File: config.mk
export PLATFORM = sky130hd
export DESIGN_NAME = mtp_twist
export DESIGN_NICKNAME = d
export VERILOG_FILES = /design/src/hdl/mtp_pkg.sv /design/src/hdl/mtp_twist.sv
export SDC_FILE = /design/constraint.sdc
export NUM_CORES = 1
export LEC_CHECK = 0
export BUFFER_PORTS_ARGS = -buffer_cell sky130_fd_sc_hd__buf_2
export CAP_MARGIN = 10
export CORE_ASPECT_RATIO = 0.5
export CORE_MARGIN = 2
export CORE_UTILIZATION = 29
export DETAILED_ROUTE_END_ITERATION = 16
export PLACE_DENSITY = 0.8
export SLEW_MARGIN = 20
export SYNTH_ARGS = -nofsm -noshare
export SYNTH_HDL_FRONTEND = slang
export SYNTH_SLANG_ARGS = --single-unit
File: constraint.sdc
create_clock -name vclk -period 1.5
set_input_delay 0.075 -clock vclk [all_inputs]
set_output_delay 0.075 -clock vclk [all_outputs]
set_load 0.02 [all_outputs]
File: src/hdl/mtp_pkg.sv
// ----------------------------------------------------------------------------
// mtp_pkg: shared definitions for the Mersenne Twister generator
// Table geometry, recurrence constants, request kinds and seeder types.
// ----------------------------------------------------------------------------
package mtp_pkg;

  // Table geometry
  localparam int unsigned TABLE_DEPTH   = 624;
  localparam int unsigned MIDDLE_OFFSET = 397;
  localparam int unsigned IDX_W         = $clog2(TABLE_DEPTH);
  localparam int unsigned WORD_W        = 32;

  // Recurrence and tempering constants
  localparam logic [WORD_W-1:0] INIT_MULT = 32'd1812433253;
  localparam logic [WORD_W-1:0] TWIST_XOR = 32'h9908b0df;
  localparam logic [WORD_W-1:0] HIGH_BIT  = 32'h80000000;
  localparam logic [WORD_W-1:0] LOW_BITS  = 32'h7fffffff;
  localparam logic [WORD_W-1:0] TEMPER_B  = 32'h9d2c5680;
  localparam logic [WORD_W-1:0] TEMPER_C  = 32'hefc60000;

  // Request kinds carried on tuser
  localparam logic REQ_SEED = 1'b0;
  localparam logic REQ_DRAW = 1'b1;

  // Seeder sequencer states
  typedef enum logic {
    SEED_IDLE,
    SEED_FILL
  } seed_state_e;

  // Seeder control towards the cell row
  typedef struct packed {
    logic busy;   // fill in progress, no new request taken
    logic shift;  // advance the cell row this cycle
  } seed_ctl_t;

endpackage

File: src/hdl/mtp_twist.sv
// ----------------------------------------------------------------------------
// mtp_twist: twist and temper datapath
// Forms the next table word from the row head taps and tempers it for output.
// ----------------------------------------------------------------------------
module mtp_twist (
  input  logic [mtp_pkg::WORD_W-1:0] head_i,
  input  logic [mtp_pkg::WORD_W-1:0] next_i,
  input  logic [mtp_pkg::WORD_W-1:0] mid_i,
  output logic [mtp_pkg::WORD_W-1:0] word_o,
  output logic [mtp_pkg::WORD_W-1:0] tempered_o
);

  logic [mtp_pkg::WORD_W-1:0] y;
  logic [mtp_pkg::WORD_W-1:0] t1;
  logic [mtp_pkg::WORD_W-1:0] t2;
  logic [mtp_pkg::WORD_W-1:0] t3;

  // Twist: upper bit of head, lower bits of its neighbour
  always_comb begin
    y      = (head_i & mtp_pkg::HIGH_BIT) | (next_i & mtp_pkg::LOW_BITS);
    word_o = mid_i ^ (y >> 1) ^ (y[0] ? mtp_pkg::TWIST_XOR : '0);
  end

  // Temper the new word
  always_comb begin
    t1         = word_o ^ (word_o >> 11);
    t2         = t1 ^ ((t1 << 7) & mtp_pkg::TEMPER_B);
    t3         = t2 ^ ((t2 << 15) & mtp_pkg::TEMPER_C);
    tempered_o = t3 ^ (t3 >> 18);
  end

endmodule

==> impl_metrics.yaml <==
pwr:
  p_comb_share_pct: 100.0
  net-switching-power_mw: 1.87
  power.density_nw_per_um2: 1330
  ir_worst_vdd_mv: 0.893
  power.leakage_nw: 1.39
  pwr-share-seq_pct: 0
  clockPowerShare_pct: 0
  p_int_mw: 1.77
  p_sw_share_pct: 51.4
critical_path:
  crit_start: "next_i[23]"
  critical_path_class: "input pin to output pin"
  worstSetupStartpointType: "input pin"
  worst_setup_path_end_kind: "output pin"
  path_max_fanout: 2
  crit_end: "tempered_o[4]"
  cp.required_ns: 1.42
  cp.arrival_ns: 1.51
global_route:
  grt_max_degree: 7
  first_global_vias: 1411
  antenna_found_initial: 0
  grt_pass1_wl_um: 6650
  globalRouteOverflowTotal: 0
  grtUsageTotal_pct: 18.3
final_layout:
  fin_util_pct: 71.0
  flops_and_latches: 0
  area_growth_syn_to_layout_pct: 138
  clock_buffers: 0
  diodes: 0
  final_nets: 373
  seqCellArea_sq_um: 0
  drive_gt1_share_pct: 80.4
placement:
  hpwl_um: 3560
  place.gp.congestion: 0.768
  io_buffers: 128
synth:
  netlist_area_sq_um: 1150
  synth_cells: 112
  synth_cell_types: 12
  synth_top_area_cell: "xnor2_1"
  yosysMostFrequentCell: "xnor2_1"
  yosysSeqAreaShare_pct: 0
  syn_nets: 208
  yosys_warnings: 0
  avgSynthCellArea_sq_um: 10.3
  synth_top_area_share_pct: 40.3
  synth.cells.most_frequent: "xnor2_1, xor2_1, inv_1, xnor3_1"
  synth_area_leaders: "xnor2_1, xor2_1, xnor3_1"
route:
  vias_per_cell: 4.05
  via_count: 1331
  wl_per_cell_um: 13.4
  drtIter0Drc: 15
  ant_nets: 0
  wl_um: 4410
  drtPass1Iterations: 4
  drc: 0
floorplanning:
  num_io_pins: 160
  die_h_um: 48.6
  rows: 16
  die_w_um: 93.1
  dieArea_sq_um: 4520
  core_sq_um: 3860
  initial_utilization_pct: 29.8
sta:
  post-route-period-util_pct: 106
  whs_ns: 0.477
  period_minus_slack_ns: 1.59
  rsz0062_at_grt: "true"
  max_freq_mhz: 630
  max-slew-margin-rel_pct: 70.8
  hold_violations: 0
  slew_violations: 0
  tightest_slew_ns: 0.435
  setup_viol: 8
  timing.final.ws_setup_ns: -0.0877
run_status:
  violations: "negative setup slack"
  status: "complete, but fails checks"
min_path:
  holdPathStages: 3
  min_path_type: "input pin to output pin"
flow_run:
  cap_violations: 0
==> worst min-delay path by stage <==
stage,start,to
global route,mid_i[9],word_o[9]
floorplan,mid_i[22],word_o[22]
global placement,mid_i[9],word_o[9]
detailed placement,mid_i[9],word_o[9]
CTS,mid_i[10],word_o[10]
finish,mid_i[10],word_o[10]
==> through the flow <==
step                TNS [ns]  power [mW]  std cells  worst slack (ns)  instance area (sq um)
floorplan             -0.189        2.16        112           -0.0590                   1500
global placement       -1.06        3.13        322            -0.137                   2410
detailed placement     -1.70        3.19        322            -0.190                   2410
CTS                   -0.346        3.50        327           -0.0830                   2640
global route          -0.614        3.79        329            -0.103                   2740
finish                -0.252        3.63        329           -0.0877                   2740
==> power by group through the flow <==
| stage | Sequential, mW | Clock, mW | Combinational [mW] |
|---|---|---|---|
| detailed placement | 0 | 0 | 3.19 |
| floorplan | 0 | 0 | 2.16 |
| global route | 0 | 0 | 3.79 |
| finish | 0 | 0 | 3.63 |
| global placement | 0 | 0 | 3.13 |
| CTS | 0 | 0 | 3.50 |
==> critical path, cell delays in order <==
cell	delay, ns
buf_8	0.11
xor2_4	0.17
buf_4	0.14
xor2_2	0.25
xnor3_2	0.47
xnor2_4	0.16
buf_6	0.14
==> cells by family (layout without fill, tap and decap cells) <==
family,Yosys count,after routing,share of synthesized area (%)
buffers and inverters,10,173,4.02
xor gates and xnor gates,102,102,96.0
==> routing by layer <==
metal,global-route usage (%),part of all wire [%],vias to the layer above
met5,0,0,-
met4,4.41,2.3,0
met3,0.779,3.0,10
met2,38.8,60,37
met1,19.7,35,644
li1,-,-,640
==> cell usage in the layout (no fill, tap or decap) <==
cell	Yosys	routed
xnor2_2	1	16
xnor2_4	0	4
buf_4	0	42
buf_2	1	104
xor2_4	2	11
xor3_2	2	3
buf_8	0	3
xor2_2	1	15
buf_12	0	1
xnor2_1	53	34
xnor3_2	1	7
inv_1	8	8
buf_6	1	15
xor2_1	34	11
xnor3_1	7	1
==> timing repair <==
action | CTS | global route
pin swaps | 17 | 13
resized for setup | 43 | 19
hold buffers | 0 | 0
buffers inserted | 5 | 2
endpoints found under the setup margin | 19 | 16
==> cell type report <==
cell class | instances | area (sq um)
inverters | 8 | 30.0
fillers | 277 | 1120
repair buffers | 165 | 1070
multi-input cells | 102 | 1580
well taps | 54 | 67.6
Note: power is estimated with default switching activity, not from simulation.
