===== config.mk =====
export PLATFORM = sky130hd
export DESIGN_NAME = mtp_seeder
export DESIGN_NICKNAME = d
export VERILOG_FILES = /design/src/hdl/mtp_pkg.sv /design/src/hdl/mtp_seeder.sv
export SDC_FILE = /design/constraint.sdc
export NUM_CORES = 1
export LEC_CHECK = 0
export CAP_MARGIN = 20
export CORE_ASPECT_RATIO = 0.7
export CORE_MARGIN = 8
export CORE_UTILIZATION = 50
export DETAILED_ROUTE_END_ITERATION = 8
export DONT_BUFFER_PORTS = 1
export GPL_ROUTABILITY_DRIVEN = 0
export SLEW_MARGIN = 20
export SYNTH_ARGS = -nofsm -noshare
export SYNTH_HDL_FRONTEND = slang
export SYNTH_SLANG_ARGS = --single-unit

===== constraint.sdc =====
create_clock -name clk_i -period 7.6 [get_ports clk_i]
set_clock_uncertainty 0.1 [all_clocks]
set_input_delay 0.38 -clock clk_i [delete_from_list [all_inputs] [get_ports clk_i]]
set_output_delay 0.38 -clock clk_i [all_outputs]
set_load 0.05 [all_outputs]

===== src/hdl/mtp_pkg.sv =====
// ----------------------------------------------------------------------------
// mtp_pkg: shared definitions for the Mersenne Twister generator
// Table geometry, recurrence constants, request kinds and seeder types.
// ----------------------------------------------------------------------------
package mtp_pkg;

  // Table geometry
  localparam int unsigned TABLE_DEPTH   = 624;
  localparam int unsigned MIDDLE_OFFSET = 397;
  localparam int unsigned IDX_W         = $clog2(TABLE_DEPTH);
  localparam int unsigned WORD_W        = 32;

  // Recurrence and tempering constants
  localparam logic [WORD_W-1:0] INIT_MULT = 32'd1812433253;
  localparam logic [WORD_W-1:0] TWIST_XOR = 32'h9908b0df;
  localparam logic [WORD_W-1:0] HIGH_BIT  = 32'h80000000;
  localparam logic [WORD_W-1:0] LOW_BITS  = 32'h7fffffff;
  localparam logic [WORD_W-1:0] TEMPER_B  = 32'h9d2c5680;
  localparam logic [WORD_W-1:0] TEMPER_C  = 32'hefc60000;

  // Request kinds carried on tuser
  localparam logic REQ_SEED = 1'b0;
  localparam logic REQ_DRAW = 1'b1;

  // Seeder sequencer states
  typedef enum logic {
    SEED_IDLE,
    SEED_FILL
  } seed_state_e;

  // Seeder control towards the cell row
  typedef struct packed {
    logic busy;   // fill in progress, no new request taken
    logic shift;  // advance the cell row this cycle
  } seed_ctl_t;

endpackage


===== src/hdl/mtp_seeder.sv =====
// ----------------------------------------------------------------------------
// mtp_seeder: table fill sequencer
// Pushes the seed, then one initialisation word per cycle, into the row tail.
// ----------------------------------------------------------------------------
module mtp_seeder (
  input  logic                         clk_i,
  input  logic                         rst_ni,
  input  logic                         start_i,
  input  logic [mtp_pkg::WORD_W-1:0]   seed_i,
  input  logic [mtp_pkg::WORD_W-1:0]   prev_i,
  output mtp_pkg::seed_ctl_t           ctl_o,
  output logic                         done_o,
  output logic [mtp_pkg::WORD_W-1:0]   feed_o
);

  mtp_pkg::seed_state_e              state_q, state_d;
  logic [mtp_pkg::IDX_W-1:0]         count_q, count_d;
  logic [mtp_pkg::WORD_W-1:0]        mixed;
  logic [mtp_pkg::WORD_W-1:0]        prod;

  localparam logic [mtp_pkg::IDX_W-1:0] LAST_IDX =
    mtp_pkg::IDX_W'(mtp_pkg::TABLE_DEPTH - 1);

  // Initialisation recurrence on the most recently pushed word
  always_comb begin
    mixed  = prev_i ^ (prev_i >> 30);
    prod   = mtp_pkg::INIT_MULT * mixed;
    feed_o = start_i ? seed_i
                     : prod + {{(mtp_pkg::WORD_W - mtp_pkg::IDX_W){1'b0}}, count_q};
  end

  // Sequencer state and word counter
  always_ff @(posedge clk_i or negedge rst_ni) begin
    if (!rst_ni) begin
      state_q <= mtp_pkg::SEED_IDLE;
      count_q <= '0;
    end else begin
      state_q <= state_d;
      count_q <= count_d;
    end
  end

  // Next state: run the fill until the last table word is pushed
  always_comb begin
    state_d     = state_q;
    count_d     = count_q;
    done_o      = 1'b0;
    ctl_o.busy  = 1'b0;
    ctl_o.shift = 1'b0;
    case (state_q)
      mtp_pkg::SEED_IDLE: begin
        if (start_i) begin
          ctl_o.shift = 1'b1;
          count_d     = mtp_pkg::IDX_W'(1);
          state_d     = mtp_pkg::SEED_FILL;
        end
      end
      mtp_pkg::SEED_FILL: begin
        ctl_o.busy  = 1'b1;
        ctl_o.shift = 1'b1;
        count_d     = count_q + mtp_pkg::IDX_W'(1);
        if (count_q == LAST_IDX) begin
          done_o  = 1'b1;
          state_d = mtp_pkg::SEED_IDLE;
        end
      end
      default: begin
        state_d = mtp_pkg::SEED_IDLE;
      end
    endcase
  end

endmodule


==> results.md <==
- Top Ports: between 100 and 150
- Most used cell, CP: fa_1
- Pin count of the biggest net entering global routing: between 70 and 80
- Fin nets: between 1k and 1.5k
- Initial antenna violation count: 0
- Unrepaired setup endpoints after global routing: no
- Fraction of layout cells with a size suffix above 1: 4.910%
- Synth async-reset ratio: 100.0%
- Worst Setup Start Kind: input pin
- Slew @ Worst Pin: between 1 and 1.5 ns
- Storage element area: 275.3 um2
- GRT Util Overall: 20.05%
- Synth Net Count: between 1k and 1.5k
- Drt pass-1 iters: 5
- Vias per cell: roughly 5.3
- Initial Utilization: approximately 50%
- Global-route wire length before repair: between 30,000 and 40,000 um
- FILL cells: 1,673
- Antenna diodes: 0
- Setup CP Type: input pin to primary output
- Slew headroom: 31.72%
- Setup TNS: 0 ns
- # port buffers: 0
- Wire length per cell: roughly 18 um
- Fin area: slightly below 0.01 mm2
- Outcome: finished clean
- Mapped Area: 0.009336 mm2
- Worst-Skew Late Latency: 0.24 ns
- CP max FO: 6
- Post-synth EDFFs: 0
- DRT iter0 DRCs: 356
- Synth top area share: 32.81%
- Period utilisation layout: between 90% and 100%
- Tmin final: 7.151 ns
- DIE WIDTH: ~180 um
- Mapped Avg Cell Area: approximately 9.5 um2
- Most frequent cells in the layout: inv_1 (272), ha_1 (238), fa_1 (153)
- Hold WC Path Type: input pin to flop
- Clock root buffer: clkbuf_16
- Synth Flop Type: dfrtp_1
- Multi-input logic area: around 0.0080 mm2
- CP bufs+invs: 3
- Post-DP HPWL: between 20,000 and 25,000 um
- WP data required: around 7.1 ns
- Layout overhead on the synthesized area: 6.245%
- Highest clock rate: around 140 MHz
- DRC viols: 0
- CTS tree: done
- Crit path cell chain: xor2_1 > xor2_1 > ha_1 > or2_2 > ha_1 > fa_1 > ha_1 > fa_1 > fa_1 > fa_1 > inv_1 > fa_1 > inv_1 > ha_1 > and2_0 > a221oi_1 > a21oi_1 > a2111oi_2 > o31ai_1 > xnor2_1 > o21ai_1 > buf_4
- CTS Sinks: 11
- Synth cell types: 52
- Seq/Total Area, Yosys: about 3%
- Worst Path Arrival: about 6.7 ns
- Placed cell areas: 0.009831 mm2
- CTS buffer count: 3
- Critical path's largest stage delay: about 0.5 ns
- CTS Buffer Depth: 2
- Clk pin slew, worst setup/hold paths: about 0.040 ns
- Top post-synthesis cells by area: fa_1 (33%), ha_1 (32%), inv_1 (11%)
- Final wirelength: between 20,000 and 25,000 um
- CP top delay family: adder cells
- Die Height: approximately 130 um
- Rows: a little over 40
- Die footprint: around 0.023 mm2
- Core Footprint: 0.01816 mm2
- MaxCap Viol Count: 0
- Final Setup Violations: 0
- Cell taking the most area after synthesis: fa_1
- H-tree Lvls: 1
- Setup crit end kind: primary output
- Antenna viol nets, final: 0
- Synthesized flop and latch total: 11
- Grt total ovfl: 0
- Final Hold Vio Count: 0
- Commonest non-fill, non-tap cell in the layout: inv_1
- Slowest-stage cell, CP: fa_1
- Post-cts repair resize count: 0
- Mapped Cells: 980
- Via count: between 6k and 7k
- Synth Warn #: 0
- Number of global-route vias before repair: approximately 6.5k
- Pins Over Slew Limit: 0
-- cells by family (layout without fill, tap and decap cells) --
logic type	after synthesis	after routing	share of synthesized area, %
XOR/XNOR	49	49	4.597
flip-flops	11	11	2.948
buffers and inverters	282	300	11.38
AND/OR/NAND/NOR	115	115	6.406
adder cells (fa/ha/maj)	391	391	64.70
AO/OA/AOI/OAI	127	127	9.381
multiplexers	5	5	0.5896
-- per-layer routing --
| layer | share of wire (%) | GRT usage (%) |
|---|---|---|
| met3 | 5.1 | 2.193 |
| met5 | 0 | 0 |
| met1 | 54 | 32.24 |
| met4 | 0.75 | 1.807 |
| met2 | 41 | 29.03 |
-- Yosys cell counts (all sizes together), types with 2 or more instances --
cell       n
o41ai      5
and2       4
a21oi     15
o21ai     39
or4        2
fa       153
o21bai     5
nand3b     2
ha       238
a21boi     2
nand2b     7
inv      272
clkbuf     9
nor3b      8
nand2     43
a2111oi    2
nand4      4
dfrtp     11
a221oi     2
nor4b      3
a211oi    16
nor2b      2
o311ai     4
xnor2     37
a21o       6
a31o       2
xor2      12
and3       3
o31ai      9
o211ai     5
nand3      8
o21a       8
mux2       4
nor2      12
nand4b     2
a211o      3
or2        5
nor3       7
-- final cells by class --
type | instances | area share [%]
multi-input cells | 687 | 81.07
well taps | 236 | 2.977
repair buffers | 24 | 2.094
flip-flops and latches | 11 | 2.775
inverters | 272 | 10.29
clock buffers | 4 | 0.7947
-- registers in the layout, indices dropped and copies added (netlist names) --
name     cells
count_q     10
state_q      1
-- worst paths after layout --
path / end / slack (ns) / start / cells after the start
setup reg to reg: state_q / 4.71 / state_q / 4
min in group asynchronous: count_q[4] / 0.44 / rst_ni / 1
setup / recovery: feed_o[31] / 0.45 / prev_i[1] / 22
hold / removal: count_q[3] / 0.13 / start_i / 1
hold reg to reg: count_q[9] / 0.39 / count_q[9] / 1
max in group asynchronous: count_q[0] / 6.63 / rst_ni / 1
-- repair_timing --
item,CTS,global route
hold buffers,1,0
buffers inserted,0,0
endpoints found under the hold margin,11,0
-- per-stage QoR --
step	hold slack [ns]	instances	setup WS (ns)	utilization [%]
floorplan	-0.01559	980	0.01522	-
global placement	-0.01531	1229	0.5804	54.13
detailed placement	-0.01530	1229	0.4654	54.13
CTS	0.1341	1234	0.4684	54.62
global route	0.1469	1234	0.05836	54.62
finish	0.1329	1234	0.4490	54.62
-- worst reg2reg max path: cells and delay by family (launching register included) --
| family | cells | cell delay, ns |
|---|---|---|
| simple gates | 4 | 1.80 |
| flops | 1 | 0.84 |
Power is left out: the tool's default activity adds up to more than one toggle a clock period on the data nets, which glitch-free logic cannot reach.
