<file path="src/hdl/mtp_pkg.sv">
// ----------------------------------------------------------------------------
// mtp_pkg: shared definitions for the Mersenne Twister generator
// Table geometry, recurrence constants, request kinds and seeder types.
// ----------------------------------------------------------------------------
package mtp_pkg;

  // Table geometry
  localparam int unsigned TABLE_DEPTH   = 624;
  localparam int unsigned MIDDLE_OFFSET = 397;
  localparam int unsigned IDX_W         = $clog2(TABLE_DEPTH);
  localparam int unsigned WORD_W        = 32;

  // Recurrence and tempering constants
  localparam logic [WORD_W-1:0] INIT_MULT = 32'd1812433253;
  localparam logic [WORD_W-1:0] TWIST_XOR = 32'h9908b0df;
  localparam logic [WORD_W-1:0] HIGH_BIT  = 32'h80000000;
  localparam logic [WORD_W-1:0] LOW_BITS  = 32'h7fffffff;
  localparam logic [WORD_W-1:0] TEMPER_B  = 32'h9d2c5680;
  localparam logic [WORD_W-1:0] TEMPER_C  = 32'hefc60000;

  // Request kinds carried on tuser
  localparam logic REQ_SEED = 1'b0;
  localparam logic REQ_DRAW = 1'b1;

  // Seeder sequencer states
  typedef enum logic {
    SEED_IDLE,
    SEED_FILL
  } seed_state_e;

  // Seeder control towards the cell row
  typedef struct packed {
    logic busy;   // fill in progress, no new request taken
    logic shift;  // advance the cell row this cycle
  } seed_ctl_t;

endpackage

</file>
<file path="src/hdl/mtp_cell.sv">
// ----------------------------------------------------------------------------
// mtp_cell: one word of the state table
// Holds one 32-bit word and loads its neighbour's word when the row advances.
// ----------------------------------------------------------------------------
module mtp_cell (
  input  logic                             clk_i,
  input  logic                             shift_i,
  input  logic [mtp_pkg::WORD_W-1:0]       d_i,
  output logic [mtp_pkg::WORD_W-1:0]       q_o
);

  logic [mtp_pkg::WORD_W-1:0] word_q;

  // Take the neighbour's word on each advance
  always_ff @(posedge clk_i) begin
    if (shift_i) begin
      word_q <= d_i;
    end
  end

  assign q_o = word_q;

endmodule

</file>
<file path="config.mk">
export PLATFORM = sky130hd
export DESIGN_NAME = mtp_cell
export DESIGN_NICKNAME = d
export VERILOG_FILES = /design/src/hdl/mtp_pkg.sv /design/src/hdl/mtp_cell.sv
export SDC_FILE = /design/constraint.sdc
export NUM_CORES = 1
export LEC_CHECK = 0
export ABC_CLOCK_PERIOD_IN_PS = 800
export BUFFER_PORTS_ARGS = -buffer_cell sky130_fd_sc_hd__buf_2
export CAP_MARGIN = 30
export CORE_MARGIN = 8
export CORE_UTILIZATION = 28
export DETAILED_ROUTE_END_ITERATION = 7
export SLEW_MARGIN = 20
export SYNTH_ARGS = -nofsm -noshare
export SYNTH_HDL_FRONTEND = slang
export SYNTH_SLANG_ARGS = --single-unit
</file>
<file path="constraint.sdc">
create_clock -name clk_i -period 0.8 [get_ports clk_i]
set_input_delay 0.04 -clock clk_i [delete_from_list [all_inputs] [get_ports clk_i]]
set_output_delay 0.04 -clock clk_i [all_outputs]
set_load 0.02 [all_outputs]
</file>
==> summary.md, run 1 <==
| Metric | Value |
|---|---|
| Crit-path cells | buf_6 |
| Fin Hold WS | about 0.14 ns |
| Layout cells sized above 1 | 51.8% |
| Vias in the first global route | 775 |
| Kind of cell adding the most delay to the critical path | flip-flops |
| Via count | 712 |
| Dpl ws | between 0.1 and 0.15 ns |
| Fin worst setup slack | -0.116 ns |
| # port buffers | 65 |
| Peak VDD IR | approximately 0.00084 V |
| Overall Global Routing Usage | under 10% |
| Vias per cell | 3.85 |
| TritonCTS Sinks | 32 |
| CP Class | flop to primary output |
| Synth area leader | edfxtp_1 |
| Placed cell areas | 1380 µm² |
| Hold WC Path Type | input pin to flop |
| Multi-input gates | 0 |
| Sequential fraction of the synthesis area | 100% |
| # diodes | 0 |
| Critical Path Fanout Max | 1 |
| Failing checks | setup timing |
| Remaining antenna violation count | 0 |
| Post-Synthesis Net Count | 66 |
| Final min period | between 0.9 and 1 ns |
| Yosys cell types | 1 |
| Syn avg cell area | 30.0 µm² |
| Fmax achieved | 1.09 GHz |
| Initial antenna violation count | 0 |
| DR pass1 iterations | 3 |
| Initial core utilization | roughly 29% |
| Layout Utilization | a little under three fifths |
| Max FFs per register | 32 |
| Synthesized area | a little under 1000 µm² |
| Post-synthesis async set-or-reset flop share | 0% |
| Crit path DAT | 0.88 ns |
| Min-Delay Path Depth | 2 |
| Post-synth top cells | 32 x edfxtp_1 |
| Max clock buf depth | 2 |
| Hold Startpoint | shift_i |
| Worst Setup Start Kind | flop |
| Synth Warn # | 0 |
| Tcrit/Tclk final | 114% |
| H-tree levels | 2 |
| Inserted Clock Buffers | 5 |
| Grt total ovfl | 0 |
| DRT Wirelength | approximately 2600 µm |
| Setup crit start | q_o[15] |
| Reg area | 961 µm² |
| DRC viols | 0 |
| Max transition margin | between 90% and 100% |
| Root Driver | clkbuf_4 |
| Number of cells on the critical path | 1 |
| Number of flops mapped to enable cells by yosys | 32 |
| Post-CTS setup buffer count | 0 |
| Synth area leaders | edfxtp_1 100% |
| CP Capture Type | primary output |
| Top cell type's share of synthesized area | 100% |
| Top Ports | 66 |
| Multi-input combinational cell area | 0 µm² |
| Tot Pwr | around 3.5 mW |
| First-pass GRT wire length | 3590 µm |
| Total die area | 5560 µm² |
| Die height | 74.6 µm |
| Worst hold endpoint | q_o[15] |
| Iteration-0 DRC Markers | 7 |
| Ys flop type | edfxtp_1 |
| Layout area overhead | 96.7% |
| CP max stage delay | between 0.4 and 0.5 ns |
| Max Cap Violations | 0 |
| RSZ-0062 raised after global routing | yes |
| Fill cell count | 289 |
| Final setup fails | 32 |
| Fin area | 1890 µm² |
| Largest net degree at the start of global routing | 19 |
| Row count | 21 |
| Req. time, crit path | 0.76 ns |
| Max-slew violations | 0 |
| Register bit total from synthesis | 32 |
| Drt wl/cell | 14.2 µm |
| Fin nets | 172 |
| Gate Count Post-Synth | 32 |
| CTS clk-pin slew, worst paths | 0.09 ns |
| Core area | 3310 µm² |
| Slowest cell on the critical path | edfxtp_1 |
| Placer Congestion | 0.632 |
| Final hold violation count | 0 |
| Power per Cell Area | 1860 nW/µm² |
| Tightest Pin Transition | 0.117 ns |
| Die Wd | between 70 and 80 µm |
| CTS tree | yes |
| Status | finished with violations |
| CP bufs+invs | 1 |
| Most frequent cell after synthesis | edfxtp_1 |
| LEAKAGE | 0.795 nW |
==> logic make-up after synthesis <==
kind of cell and share of synthesized area (%):
DFF 100
==> cells in the final DEF (no fill, tap or decap) <==
cell type      instances
clkbuf_4               5
buf_12                 2
dlygate4sd3_1         32
buf_2                 43
clkinv_1               1
buf_6                 22
clkbuf_1               2
edfxtp_1              32
==> power breakdown <==
group	leakage, nW	total (mW)	internal (mW)	switching, mW
Combinational	0.455	0.650	0.360	0.291
Sequential	0.313	2.04	1.99	0.0496
Clock	0.0269	0.820	0.337	0.482
==> final cells by class <==
class,count,area share [%]
repair buffers,99,43.5
well taps,46,3.04
flip-flops and latches,32,50.8
clock buffers,7,2.38
clock inverters,1,0.199
==> how the worst max path moves through the flow <==
stage	end	slack, ns
after floorplan	q_o[0]	0.31
after global placement	q_o[18]	0.16
after detailed placement	q_o[3]	0.15
after CTS	q_o[22]	-0.15
after global routing	q_o[26]	-0.17
final	q_o[15]	-0.12
==> routing by layer <==
layer | GRT usage, % | vias to the layer above | wire [µm]
met2 | 17.3 | 24 | 1630
li1 | - | 342 | -
met5 | 0 | - | 0
met1 | 7.15 | 339 | 778
met3 | 5.53 | 7 | 173
met4 | 5.22 | 0 | 49
==> stage by stage <==
stage / TNS [ns] / std cells
finish: -2.87 / 185
global route: -4.64 / 185
CTS: -3.71 / 185
detailed placement: 0 / 145
global placement: 0 / 145
floorplan: 0 / 32
==> timing repair <==
| action | CTS | global route |
|---|---|---|
| resized for setup | 16 | 28 |
| endpoints found under the hold margin | 32 | 0 |
| hold buffers | 32 | 0 |
| endpoints found under the setup margin | 32 | 32 |
Power figures use the tool's default switching activity.
==> inputs of run 2 (changes only) <==
CTS_BUF_LIST = sky130_fd_sc_hd__clkbuf_4 sky130_fd_sc_hd__clkbuf_8 sky130_fd_sc_hd__clkbuf_16   (was unset)
PLACE_DENSITY_LB_ADDON = 0.25   (was unset)
==> run 2 against run 1 <==
- the flow still finishes with violations (setup timing)
- global-route usage grew 0.60 points
- critical path depth is the same
- via count grew 0.14%
- final area shrank 1.3%
- total power grew 0.45%
- setup slack lost 0.013 ns
- sequential cell count is the same
- routed wire length grew 1.3%
==> summary.md, run 2 (synthesized netlist as in run 1, its figures left out) <==
| Metric | Value |
|---|---|
| Status | finished with violations |
| Failing checks | setup timing |
| Layout area overhead | 94.3% |
| Iteration-0 DRC Markers | 28 |
| # diodes | 0 |
| Critical Path Fanout Max | 1 |
| Most frequent cells in the layout | 44 x buf_2, 32 x dlygate4sd3_1, 32 x edfxtp_1, 21 x buf_6, 5 x clkbuf_4 |
| Max Cap Violations | 0 |
| Placer Congestion | 0.652 |
| Switch Pwr | approximately 0.87 mW |
| # port buffers | 65 |
| Drt wl/cell | 14.5 µm |
| Commonest non-fill, non-tap cell in the layout | buf_2 |
| Final setup fails | 32 |
| H-tree levels | 2 |
| Die Wd | 74.6 µm |
| RSZ-0062 raised after global routing | yes |
| Comb power frac | 18.0% |
| Root Driver | clkbuf_4 |
| CTS clk-pin slew, worst paths | 0.10 ns |
| Multi-input combinational cell area | 0 µm² |
| Via count | 713 |
| Initial antenna violation count | 0 |
| Crit path DAT | around 0.89 ns |
| Seq pwr share | about 58% |
| Multi-input gates | 0 |
| Kind of cell adding the most delay to the critical path | flip-flops |
| Core area | around 3300 µm² |
| CTS tree | yes |
| Vias per cell | 3.88 |
| CP max stage delay | 0.41 ns |
| Row count | 21 |
| Fin nets | 171 |
| Final hold violation count | 0 |
| Post-CTS setup buffer count | 0 |
| DR pass1 iterations | 3 |
| Net Sw Frac | 24.6% |
| CP Class | flop to primary output |
| Tightest Pin Transition | 0.175 ns |
| Final setup TNS | -3.25 ns |
| Min-Delay Path Depth | 2 |
| DRC viols | 0 |
| First-pass GRT wire length | 3790 µm |
| CP Capture Type | primary output |
| CP bufs+invs | 1 |
| Layout cells sized above 1 | 52.9% |
| Max clock buf depth | 2 |
| Die height | 74.6 µm |
| LEAKAGE | 0.789 nW |
| Req. time, crit path | 0.76 ns |
| Internal power | 2.66 mW |
| Overall Global Routing Usage | 9.91% |
| Final min period | 0.928 ns |
| Dpl ws | 0.138 ns |
| Crit-path cells | buf_6 |
| Worst Setup Start Kind | flop |
| Largest net degree at the start of global routing | 33 |
| Max-slew violations | 0 |
| Max FFs per register | 32 |
| Vias in the first global route | 786 |
| Inserted Clock Buffers | 5 |
| Fmax achieved | approximately 1.1 GHz |
| Total die area | 5560 µm² |
| Max transition margin | 88.3% |
| Hold WC Path Type | input pin to flop |
| Clock group share of total power | 24.1% |
| Tcrit/Tclk final | 116% |
| Number of cells on the critical path | 1 |
| Remaining antenna violation count | 0 |
| Fin Hold WS | roughly 0.17 ns |
| Top Ports | between 60 and 70 |
| Fin worst setup slack | -0.128 ns |
| Peak VDD IR | 0.000916 V |
| DRT Wirelength | ~2700 µm |
| Power per Cell Area | 1890 nW/µm² |
| Grt total ovfl | 0 |
| Initial core utilization | 29.0% |
| TritonCTS Sinks | 32 |
| Tot Pwr | 3.53 mW |
| Slowest cell on the critical path | edfxtp_1 |
## run 2: changes by cell type in the layout (fill, tap and decap cells not counted)
| cell | delta |
|---|---|
| buf_2 | +1 |
| buf_6 | -1 |
| buf_12 | -1 |
| clkbuf_1 | -2 |
| clkinv_2 | +2 |
## run 2: power groups by stage
stage | Sequential, mW | Clock, mW | Combinational (mW)
floorplan | 2.24 | 0 | 0
CTS | 2.03 | 0.880 | 0.578
global route | 2.05 | 0.969 | 0.670
detailed placement | 2.06 | 0 | 0.422
finish | 2.04 | 0.851 | 0.635
global placement | 2.05 | 0 | 0.422
## run 2: metal layers
layer / vias up / share of wire (%) / global-route usage (%)
met5: - / 0 / 0
li1: 338 / - / -
met2: 39 / 55 / 18.1
met1: 330 / 31 / 7.91
met4: 0 / 1.6 / 3.91
met3: 6 / 12 / 6.87
## run 2: worst paths after layout
path                       to  startpoint  slack (ns)
worst max-delay path  q_o[18]     q_o[18]       -0.13
worst min-delay path  q_o[18]     shift_i        0.17
## run 2: final cells by class
class / instances / area, µm²
clock inverter: 3 / 13.8
clock buffer: 5 / 37.5
fill: 270 / 1440
tap: 46 / 57.6
timing repair buffer: 98 / 797
sequential: 32 / 961
## run 2: per-stage QoR
| stage | cells | area, µm² | utilization, % |
|---|---|---|---|
| 5_1_grt | 184 | 1870 | 56.4 |
| 4_1_cts | 184 | 1790 | 53.9 |
| 6_report | 184 | 1870 | 56.4 |
| 3_5_place_dp | 144 | 1360 | 41.2 |
| 3_3_place_gp | 144 | 1360 | 41.2 |
| 2_1_floorplan | 32 | 961 | - |
## run 2: what timing repair did
| item | CTS | global route |
|---|---|---|
| resized for setup | 16 | 26 |
| endpoints found under the setup margin | 32 | 32 |
| hold buffers | 32 | 0 |
| endpoints found under the hold margin | 32 | 0 |
